[src/hw/rtl/prb_pkg.sv]
// ----------------------------------------------------------------------------
// prb_pkg
// shared widths, codes and defaults of the packet ring buffer
// ----------------------------------------------------------------------------
package prb_pkg;

    localparam int SIZE_W        = 13;   // ring size and byte counts
    localparam int LEN_W         = 13;
    localparam int OFF_W         = 12;
    localparam int CMD_W         = 3;
    localparam int STATUS_W      = 3;
    localparam int BYTE_W        = 8;

    localparam int RING_BYTES_DEF = 4096;
    localparam int RESET_SIZE     = 4096;
    localparam int MIN_SIZE       = 16;
    localparam int TRAILER_BYTES  = 8;
    localparam int TRAILER_W      = 32;  // width of the index word in the trailer

    // default working width of the index arithmetic
    localparam int WORK_W_DEF     = 15;

    typedef enum logic [CMD_W-1:0] {
        CMD_WRITE_BEGIN = 3'd0,
        CMD_WRITE_BYTE  = 3'd1,
        CMD_READ_BEGIN  = 3'd2,
        CMD_PEEK_BEGIN  = 3'd3,
        CMD_READ_NEXT   = 3'd4
    } cmd_t;

    typedef enum logic [STATUS_W-1:0] {
        STS_OK         = 3'd0,
        STS_NO_SPACE   = 3'd1,
        STS_SHORT_DATA = 3'd2,
        STS_ZERO_LEN   = 3'd3,
        STS_NO_TXN     = 3'd4
    } status_t;

    typedef enum logic [1:0] {
        MODE_IDLE  = 2'd0,
        MODE_WRITE = 2'd1,
        MODE_READ  = 2'd2,
        MODE_PEEK  = 2'd3
    } mode_t;

endpackage

[src/hw/rtl/prb_mod_unit.sv]
// ----------------------------------------------------------------------------
// prb_mod_unit
// restoring remainder unit, one dividend bit per cycle
// ----------------------------------------------------------------------------
module prb_mod_unit #(
    parameter int WIDTH = prb_pkg::WORK_W_DEF
) (
    input  logic                        aclk,
    input  logic                        aresetn,
    input  logic                        start,
    input  logic [WIDTH-1:0]            dividend,
    input  logic [prb_pkg::SIZE_W-1:0]  divisor,
    output logic                        done,
    output logic [WIDTH-1:0]            remainder
);

    localparam int CNT_W = $clog2(WIDTH + 1);

    logic [WIDTH-1:0] dvd_reg, dvd_next;
    logic [WIDTH-1:0] rem_reg, rem_next;
    logic [CNT_W-1:0] cnt_reg, cnt_next;
    logic             busy_reg, busy_next;
    logic             done_reg, done_next;
    logic [WIDTH-1:0] trial;

    always_comb begin
        dvd_next  = dvd_reg;
        rem_next  = rem_reg;
        cnt_next  = cnt_reg;
        busy_next = busy_reg;
        done_next = 1'b0;
        trial     = {rem_reg[WIDTH-2:0], dvd_reg[WIDTH-1]};
        if (start) begin
            dvd_next  = dividend;
            rem_next  = '0;
            cnt_next  = CNT_W'(WIDTH);
            busy_next = 1'b1;
        end else if (busy_reg) begin
            // remainder stays below the divisor, so the shifted-out top bit is zero
            rem_next = (trial >= WIDTH'(divisor)) ? trial - WIDTH'(divisor) : trial;
            dvd_next = {dvd_reg[WIDTH-2:0], 1'b0};
            cnt_next = cnt_reg - CNT_W'(1);
            if (cnt_reg == CNT_W'(1)) begin
                busy_next = 1'b0;
                done_next = 1'b1;
            end
        end
    end

    always_ff @(posedge aclk) begin
        if (!aresetn) begin
            busy_reg <= 1'b0;
            done_reg <= 1'b0;
            cnt_reg  <= '0;
        end else begin
            busy_reg <= busy_next;
            done_reg <= done_next;
            cnt_reg  <= cnt_next;
        end
    end

    always_ff @(posedge aclk) begin
        dvd_reg <= dvd_next;
        rem_reg <= rem_next;
    end

    assign done      = done_reg;
    assign remainder = rem_reg;

endmodule

[config.mk]
export PLATFORM = sky130hd
export DESIGN_NAME = prb_mod_unit
export DESIGN_NICKNAME = d
export VERILOG_FILES = /design/src/hw/rtl/prb_pkg.sv /design/src/hw/rtl/prb_mod_unit.sv
export SDC_FILE = /design/constraint.sdc
export NUM_CORES = 1
export LEC_CHECK = 0
export BUFFER_PORTS_ARGS = -buffer_cell sky130_fd_sc_hd__buf_2
export CORE_MARGIN = 1.5
export CORE_UTILIZATION = 49
export CTS_BUF_LIST = sky130_fd_sc_hd__clkbuf_8 sky130_fd_sc_hd__clkbuf_16
export DETAILED_ROUTE_END_ITERATION = 6
export PLACE_DENSITY_LB_ADDON = 0.1
export SLEW_MARGIN = 25
export SYNTH_ARGS = -nofsm -noshare
export SYNTH_HDL_FRONTEND = slang
export SYNTH_SLANG_ARGS = --single-unit
[constraint.sdc]
create_clock -name aclk -period 2.95 [get_ports aclk]
set_clock_uncertainty 0.15 [all_clocks]
set_input_delay 0.1475 -clock aclk [delete_from_list [all_inputs] [get_ports aclk]]
set_output_delay 0.1475 -clock aclk [all_outputs]
set_load 0.005 [all_outputs]
==> results of run 1 <==
[synth_stat cells, types with 4 or more instances]
master,n,area (µm²)
dfxtp_1,21,420.4
nor2_1,18,67.56
mux2i_1,6,60.06
a211oi_1,8,60.06
a21o_1,5,37.54
o21ai_0,5,25.02
mux2_2,14,157.7
xnor2_1,6,52.55
nand2_1,15,56.30
xor2_1,7,61.31
o21a_1,6,45.04
clkbuf_1,7,26.28
ha_1,15,187.7
inv_1,19,71.32
a21oi_1,9,45.04
nand2b_1,4,25.02
nand3_1,5,25.02
edfxtp_1,15,450.4
[routing by layer]
layer,part of all wire,GRT usage,vias up
li1,-,-,960
met1,0.50,0.2735,837
met2,0.43,0.2984,51
met3,0.056,0.04360,6
met4,0.011,0.05031,0
met5,0,0,-
[worst max path at each step]
stage / endpoint / slack (ns) / depth (start not counted)
6_report: remainder[1]$_SDFFE_PP0P_ / 0.38 / 8
5_1_grt: remainder[4]$_SDFFE_PP0P_ / 0.15 / 8
4_1_cts: remainder[1]$_SDFFE_PP0P_ / 0.36 / 8
3_5_place_dp: remainder[1]$_SDFFE_PP0P_ / 0.38 / 8
3_3_place_gp: remainder[9]$_SDFFE_PP0P_ / 0.40 / 7
2_1_floorplan: remainder[9]$_SDFFE_PP0P_ / 0.53 / 7
[cells in the final DEF (no fill, tap or decap), types with 2 or more instances in the layout]
master,instances
a211oi_1,8
a21o_1,5
a21oi_1,9
a22o_1,2
a311oi_1,2
a31o_1,2
and2_1,2
and3_1,3
buf_2,46
buf_4,3
clkbuf_8,5
clkinv_2,2
dfxtp_1,21
dlygate4sd3_1,4
edfxtp_1,15
ha_1,15
inv_1,19
mux2_2,14
mux2i_1,6
nand2_1,15
nand2b_1,4
nand3_1,5
nand4_1,3
nor2_1,18
nor2b_1,3
nor3_1,3
o211a_1,2
o21a_1,6
o21ai_0,5
o22ai_1,2
o31ai_1,3
or3_1,2
xnor2_1,6
xor2_1,7
[cell families after synthesis]
group,Yosys count,synth area share
buf+inv,27,0.04705
simple gates,66,0.1525
fa+ha+maj,16,0.08978
compound gates,55,0.1796
flops,36,0.3764
xor+xnor,13,0.04922
mux,22,0.1055
[per-stage QoR]
step	cell area, µm²	cells	hold WS [ns]
2_1_floorplan	2313	235	0.1113
3_3_place_gp	2594	328	0.2803
3_5_place_dp	2594	328	0.2847
4_1_cts	2701	338	0.002222
5_1_grt	2721	340	0.005096
6_report	2721	340	0.009109
[power groups by stage]
stage               Sequential (mW)  Clock, mW  Combinational (mW)
floorplan                     0.605          0               0.277
global route                  0.604      0.380               0.415
global placement              0.607          0               0.362
CTS                           0.598      0.360               0.369
finish                        0.597      0.346               0.368
detailed placement            0.609          0               0.364
[final cells by class]
type / instances / area, µm²
Clock inverter: 3 / 18.77
Inverter: 19 / 71.32
Tap cell: 52 / 65.06
Multi-Input combinational cell: 172 / 1334
Clock buffer: 5 / 68.82
Fill cell: 404 / 1723
Timing Repair Buffer: 53 / 292.8
Sequential cell: 36 / 870.8
[timing repair]
action | CTS | global route
setup endpoints to repair | 0 | 0
endpoints found under the hold margin | 6 | 2
hold buffers | 2 | 2
==> impl_metrics.csv, run 1 <==
group,metric,value,unit
yosys,syn_inst,235,
worst_setup_path,path_delay_family,"compound AO/OA/AOI/OAI gates",
finish,post_route_cells_drive_above_1_share,0.2778,
pwr,power_density,481.7,mW/mm²
floorplanning,coreArea,0.004444,mm²
yosys,synthesis.area,0.002313,mm²
grt,antenna_found_initial,0,
floorplanning,die_h,71.71,µm
floorplanning,start_util,0.5206,
worst_setup_path,reg2reg_from,"remainder[1]$_SDFFE_PP0P_",
routing,ant_nets,0,
flow_run,maxCapViolCount,0,
clock_tree,cts_buffer_depth,2,
clock_tree,insertion_delay,0.29,ns
timing,min_period,2.571,ns
timing,setup_ws,0.3794,ns
clock_tree,post_cts_resized,0,
routing,drc,0,
placement,place_congestion,0.8102,
pwr,peakVddDrop,273.5,µV
clock_tree,cts_tree,"built",
pwr,p_seq_frac,0.455,
pwr,switchingPower,0.3979,mW
yosys,ys_types,51,
clock_tree,clock-sinks,36,
min_path,hp-start,"dividend[2]",
worst_setup_path,critPathMaxFanout,15,
floorplanning,die-width,71.71,µm
worst_setup_path,reg2reg_setup_slack,0.38,ns
grt,track_usage,0.1927,
timing,setup_violations,0,
floorplanning,pin_count,47,
worst_setup_path,r2r_end,"remainder[1]$_SDFFE_PP0P_",
min_path,hold_path.class,"in -> reg",
pwr,p_int,0.9129,mW
pwr,p_clk_frac,0.264,
timing,final_hold_viol_count,0,
finish,fin_nets,334,
finish,area_growth,17.63,%
worst_setup_path,crit_type,"reg -> reg",
timing,relSlewSlack,0.6210,
clock_tree,clk_pin_slew,0.07,ns
floorplanning,dieArea,0.005142,mm²
timing,rsz0062_at_grt,"false",
worst_setup_path,path_cells,"ha_1, and3b_4, o211a_4, nor4b_4, o211ai_4, buf_4, mux2i_1, a22o_1",
outcome,outcome,"finished, final reports clean",
timing,worst_slew_pin_slew,0.5678,ns
worst_setup_path,endpoint_kind,"register",
worst_setup_path,reg2reg_depth,8,
pwr,p_total,1.311,mW
pwr,p_sw_frac,0.3036,
placement,io_buffer_count,46,
yosys,synth_nets,282,
worst_setup_path,cp_num_buf_inv,1,
worst_setup_path,crit_required,2.98,ns
worst_setup_path,worstPathArrival,2.60,ns
timing,tns,0,ns
worst_setup_path,slowest_stage,"nor4b_4",
yosys,yosysWarnings,0,
worst_setup_path,crit_start,"remainder[1]$_SDFFE_PP0P_",
clock_tree,cts_buffers,5,
routing,drt_iter0_markers,122,
floorplanning,rows,24,
yosys,synth-edff-count,15,
yosys,synth_seq_cells,36,
grt,grt_pass1_vias,1774,
yosys,yosys_most_used_dff,"dfxtp_1",
pwr,p_comb_frac,0.281,
finish,fin_util,0.6123,
routing,vias,1854,
timing,fmax,0.3890,GHz
placement,place_ws,0.3763,ns
pwr,power.leakage,1.268,nW
timing,slew_violations,0,
min_path,holdPathEnd,"dvd_reg[2]$_DFFE_PP_",
worst_setup_path,worstSetupStartpointType,"register",
finish,n_antenna_cell,0,
routing,drt_first_pass_iters,6,
clock_tree,htreeDepth,2,
timing,period_share,0.8714,
yosys,synthArstFlopShare,0,
worst_setup_path,cpPeakStageDelay,0.36,ns
grt,grt_pass1_wl,7914,µm
routing,wl_per_cell,13.34,µm
min_path,worstHoldPathCells,2,
yosys,ys_seq_area_frac,0.3764,
grt,grt_start_max_net_pins,35,
clock_tree,cts_setup_buffers,0,
clock_tree,cts.root.buffer_cell,"clkbuf_8",
routing,drt-total-wl,4536,µm
yosys,avgSynthCellArea,9.845,µm²
placement,hpwl,3282,µm
grt,grt_overflow,0,
routing,via_per_inst,5.453,
No activity file was read; power rests on OpenSTA's default activity.
==> run 2: changes to the inputs <==
--- a/config.mk
+++ b/config.mk
@@ -8,7 +8,7 @@
 export BUFFER_PORTS_ARGS = -buffer_cell sky130_fd_sc_hd__buf_2
 export CORE_MARGIN = 1.5
 export CORE_UTILIZATION = 49
-export CTS_BUF_LIST = sky130_fd_sc_hd__clkbuf_8 sky130_fd_sc_hd__clkbuf_16
+export CTS_BUF_LIST = sky130_fd_sc_hd__clkbuf_4
 export DETAILED_ROUTE_END_ITERATION = 6
 export PLACE_DENSITY_LB_ADDON = 0.1
 export SLEW_MARGIN = 25
==> run 2 against run 1 <==
- the flow now finishes with violations (design-rule violations)
- via count up 3.2%
- critical path depth unchanged
- worst hold slack gained 0.032 ns
- flip-flop and latch count is the same
- non-clock buffer count increased by 12
- cell count grew 3.5%
- setup slack worse by 0.00057 ns
- largest cell class unchanged
- largest power group unchanged
- highest routed layer unchanged
==> impl_metrics.csv, run 2 (synthesis results as in run 1) <==
group,metric,value,unit
clock_tree,cts_tree,"built",
flow_run,maxCapViolCount,0,
routing,drt_iter0_markers,129,
finish,final_cells,352,
grt,track_usage,0.1974,
min_path,hold_path.class,"in -> reg",
finish,num-fill-cells,390,
placement,hpwl,3282,µm
timing,setup_violations,0,
timing,final_hold_viol_count,0,
finish,final_cell_mix,"buf_2, dfxtp_1, inv_1, nor2_1, dlygate4sd3_1",
finish,final_common_cell,"buf_2",
worst_setup_path,path_delay_family,"compound AO/OA/AOI/OAI gates",
timing,relSlewSlack,0.6180,
outcome,violations,"design-rule violations",
floorplanning,die-width,71.71,µm
routing,via_per_inst,5.435,
routing,vias,1913,
floorplanning,coreArea,0.004444,mm²
finish,fin_util,0.6323,
pwr,p_total,1.245,mW
clock_tree,cts_buffer_depth,2,
clock_tree,htreeDepth,2,
worst_setup_path,path_cells,"ha_1, and3b_4, o211a_4, nor4b_4, o211ai_4, buf_4, mux2i_1, a22o_1",
grt,grt_start_max_net_pins,35,
finish,area_growth,21.47,%
placement,place_congestion,0.8102,
worst_setup_path,worstPathArrival,2.67,ns
clock_tree,clk_pin_slew,0.12,ns
routing,wl_per_cell,13.32,µm
grt,grt_overflow,0,
timing,min_period,2.571,ns
grt,antenna_found_initial,0,
routing,ant_nets,0,
timing,rsz0062_at_grt,"false",
worst_setup_path,slowest_stage,"dfxtp_1",
clock_tree,cts_buffers,5,
floorplanning,die_h,71.71,µm
grt,grt_pass1_wl,8086,µm
worst_setup_path,critPathMaxFanout,15,
floorplanning,rows,24,
worst_setup_path,cp_num_buf_inv,1,
clock_tree,cts_setup_buffers,0,
placement,dp_cells,328,
pwr,peakVddDrop,190.6,µV
timing,slew_violations,0,
finish,n_antenna_cell,0,
routing,drc,4,
routing,drt-total-wl,4687,µm
worst_setup_path,worstSetupStartpointType,"register",
timing,tns,0,ns
floorplanning,pin_count,47,
placement,io_buffer_count,46,
grt,grt_pass1_vias,1835,
finish,post_route_cells_drive_above_1_share,0.2667,
outcome,outcome,"finished with violations",
clock_tree,cts.root.buffer_cell,"clkbuf_4",
floorplanning,dieArea,0.005142,mm²
timing,period_share,0.8716,
worst_setup_path,endpoint_kind,"register",
timing,worst_slew_pin_slew,0.5723,ns
timing,fmax,0.3889,GHz
finish,fin_nets,346,
clock_tree,insertion_delay,0.34,ns
clock_tree,clock-sinks,36,
worst_setup_path,crit_required,3.05,ns
floorplanning,start_util,0.5206,
worst_setup_path,cpPeakStageDelay,0.36,ns
routing,drt_first_pass_iters,7,
worst_setup_path,crit_type,"reg -> reg",
pwr,power_density,443.0,mW/mm²
pwr,power.leakage,1.305,nW
## run 2: changes by cell type in the layout (fill, tap and decap cells not counted), sizes merged
cell / change
dlygate4sd3: +12
## run 2: what timing repair did
item                                   CTS  global route
gates resized for setup                  0             0
endpoints found under the hold margin   21             0
hold buffers                            16             0
## run 2: per-layer routing
metal  global-route usage  wire [µm]
met5                    0          0
met4              0.06918         65
met3              0.03094        189
met2               0.3128       2048
met1               0.2750       2383
## run 2: area by class of cell
class / instances / area, µm² / area share
clock buffers: 5 / 37.54 / 0.01336
flip-flops and latches: 36 / 870.8 / 0.3099
repair buffers: 65 / 412.9 / 0.1469
clock inverters: 3 / 18.77 / 0.006679
inverters: 19 / 71.32 / 0.02538
well taps: 52 / 65.06 / 0.02315
multi-input cells: 172 / 1334 / 0.4746
## run 2: final timing paths
path / startpoint / endpoint / slack, ns / cells past startpoint
hold reg to reg: remainder[14]$_SDFFE_PP0P_ / remainder[14]$_SDFFE_PP0P_ / 0.35 / 2
hold / removal: start / remainder[10]$_SDFFE_PP0P_ / 0.04 / 4
setup / recovery: remainder[1]$_SDFFE_PP0P_ / remainder[1]$_SDFFE_PP0P_ / 0.38 / 8
setup reg to reg: remainder[1]$_SDFFE_PP0P_ / remainder[1]$_SDFFE_PP0P_ / 0.38 / 8
## run 2: through the flow
| step | setup slack (ns) | cell area, µm² | hold slack [ns] |
|---|---|---|---|
| after floorplan | 0.5316 | 2313 | 0.1113 |
| after global placement | 0.4033 | 2594 | 0.2803 |
| after detailed placement | 0.3763 | 2594 | 0.2847 |
| after CTS | 0.3564 | 2810 | 0.02940 |
| after global routing | 0.1363 | 2810 | 0.08330 |
| final | 0.3788 | 2810 | 0.04074 |
## run 2: power by group
group	switching (mW)	total, mW	internal, mW	leakage [nW]
combinational	0.192	0.382	0.189	0.945
sequential	0.0278	0.597	0.569	0.325
clock	0.174	0.266	0.0915	0.0349
total	0.395	1.24	0.850	1.30
## run 2: worst register-to-register path, delay by kind of cell (launching register included)
| family | cells | cell delay (ns) |
|---|---|---|
| compound gates | 3 | 0.70 |
| simple gates | 2 | 0.58 |
| flops | 1 | 0.36 |
| fa+ha+maj | 1 | 0.34 |
| buf+inv | 1 | 0.23 |
| mux | 1 | 0.12 |
==> run 3: changes to the inputs <==
==> constraint.sdc (replaced) <==
create_clock -name aclk -period 2.95 [get_ports aclk]
set_clock_uncertainty 0.15 [all_clocks]
set_input_delay 0.295 -clock aclk [delete_from_list [all_inputs] [get_ports aclk]]
set_output_delay 0.295 -clock aclk [all_outputs]
set_load 0.005 [all_outputs]
==> run 3 against run 2 <==
- the run now ends clean
- first-iteration DRC count decreased by 6.2%
- critical path type unchanged
- non-clock buffer count shrank 16
- combinational power down 4%
- clock power rose by 2%
- highest routed layer unchanged
- sequential power about the same
- largest power group unchanged
- via count decreased by 2.3%
- critical endpoint is now remainder[2]$_SDFFE_PP0P_
- setup slack lost 0.0078 ns
- final area decreased by 5.7%
- clock-buffer cell count increased by 1
- register-to-register slack about the same
- worst hold slack improved by 0.033 ns
==> impl_metrics.csv, run 3 (synthesis results as in run 1) <==
group,metric,value,unit
worst_setup_path,worstSetupStartpointType,"register",
floorplanning,start_util,0.5206,
clock_tree,cts_setup_buffers,0,
routing,wl_per_cell,13.79,µm
finish,n_antenna_cell,0,
routing,route.met2.wl,1984,µm
floorplanning,rows,24,
worst_setup_path,endpoint_kind,"register",
floorplanning,die_h,71.71,µm
worst_setup_path,crit_required,3.07,ns
routing,drc,0,
grt,grt_pass1_vias,1695,
timing,fmax,0.3877,GHz
timing,period_share,0.8742,
routing,wl_met1,2411,µm
routing,met3_length,186,µm
grt,track_usage,0.1892,
pwr,peakVddDrop,208.8,µV
floorplanning,pin_count,47,
grt,grt_overflow,0,
finish,final_cell_mix,"buf_2, dfxtp_1, inv_1, nor2_1",
worst_setup_path,reg2reg_from,"remainder[1]$_SDFFE_PP0P_",
clock_tree,insertion_delay,0.34,ns
clock_tree,clock-sinks,36,
min_path,hp-start,"aresetn",
placement,place_congestion,0.8199,
worst_setup_path,crit_type,"reg -> reg",
grt,grt_pass1_wl,7631,µm
clock_tree,cts.root.buffer_cell,"clkbuf_4",
worst_setup_path,reg2reg_setup_slack,0.37,ns
worst_setup_path,worstPathArrival,2.69,ns
clock_tree,cts_buffers,5,
routing,routed.top_layer,"met4",
floorplanning,coreArea,0.004444,mm²
pwr,power.leakage,1.233,nW
timing,setup_ws,0.3710,ns
routing,via_per_inst,5.563,
flow_run,maxCapViolCount,0,
worst_setup_path,r2r_end,"remainder[2]$_SDFFE_PP0P_",
finish,final_common_cell,"buf_2",
timing,tns,0,ns
clock_tree,cts_tree,"built",
placement,place_ws,0.3016,ns
routing,drt_iter0_markers,121,
pwr,power_density,466.5,mW/mm²
floorplanning,dieArea,0.005142,mm²
finish,post_route_cells_drive_above_1_share,0.2782,
floorplanning,die-width,71.71,µm
worst_setup_path,critPathMaxFanout,15,
placement,dp_cells,328,
clock_tree,htreeDepth,2,
timing,worst_slew_pin_slew,0.5945,ns
placement,hpwl,3373,µm
worst_setup_path,reg2reg_depth,8,
clock_tree,cts_buffer_depth,2,
grt,grt_start_max_net_pins,35,
outcome,outcome,"finished, final reports clean",
timing,relSlewSlack,0.6032,
finish,area_growth,14.55,%
routing,vias,1869,
routing,drt_first_pass_iters,6,
timing,min_period,2.579,ns
timing,slew_violations,0,
clock_tree,post_cts_resized,0,
min_path,holdPathEnd,"done$_SDFF_PP0_",
finish,fin_nets,330,
min_path,hold_path.class,"in -> reg",
timing,rsz0062_at_grt,"false",
clock_tree,cts_hold_buf,0,
grt,antenna_found_initial,0,
timing,setup_violations,0,
routing,ant_nets,0,
finish,final_cells,336,
placement,io_buffer_count,46,
routing,drt-total-wl,4635,µm
timing,final_hold_viol_count,0,
clock_tree,clk_pin_slew,0.11,ns
min_path,worstHoldPathCells,3,
## run 3: changes by cell type in the layout (fill, tap and decap cells not counted), sizes merged
cell / previous run / this run
clkbuf: 5 / 6
clkinv: 3 / 1
clkinvlp: 0 / 1
dlygate4sd3: 16 / 0
## run 3: worst max-delay path: stages, from the launching register on
cell and delay (ns):
dfxtp_1 0.35, ha_1 0.35, and3b_4 0.22, o211a_4 0.25, nor4b_4 0.36, o211ai_4 0.23, buf_4 0.23, mux2i_1 0.13
a211oi_1 0.22
## run 3: worst max-delay path by stage
stage / start / to / slack (ns) / depth (start not counted)
6_report: remainder[1]$_SDFFE_PP0P_ / remainder[2]$_SDFFE_PP0P_ / 0.37 / 8
3_3_place_gp: divisor[2] / remainder[9]$_SDFFE_PP0P_ / 0.32 / 9
4_1_cts: remainder[1]$_SDFFE_PP0P_ / remainder[2]$_SDFFE_PP0P_ / 0.37 / 8
2_1_floorplan: divisor[2] / remainder[9]$_SDFFE_PP0P_ / 0.53 / 8
5_1_grt: remainder[6]$_SDFFE_PP0P_ / remainder[4]$_SDFFE_PP0P_ / 0.19 / 8
3_5_place_dp: divisor[2] / remainder[4]$_SDFFE_PP0P_ / 0.30 / 10
## run 3: final cells by class
type | instances | area [µm²]
Clock buffer | 6 | 45.04
Clock inverter | 2 | 11.26
Fill cell | 398 | 1794
Inverter | 19 | 71.32
Multi-Input combinational cell | 172 | 1334
Sequential cell | 36 | 870.8
Tap cell | 52 | 65.06
Timing Repair Buffer | 49 | 252.7
## run 3: metrics by stage
step	power [mW]	instance area (µm²)	utilization	hold slack [ns]
floorplan	0.8823	2313	-	0.2588
global placement	0.9698	2594	0.5836	0.3418
detailed placement	0.9754	2594	0.5836	0.3451
CTS	1.253	2650	0.5963	0.06116
global route	1.315	2650	0.5963	0.06793
finish	1.236	2650	0.5963	0.07333
## run 3: per-layer routing
metal	global-route usage	vias to the layer above
li1	-	951
met1	0.2636	871
met2	0.2922	41
met3	0.04360	6
met4	0.06080	0
met5	0	-
## run 3: report_power, final
part	switching [mW]	total, mW	internal (mW)
registers	0.0280	0.597	0.569
clock network	0.171	0.271	0.100
logic	0.192	0.367	0.176
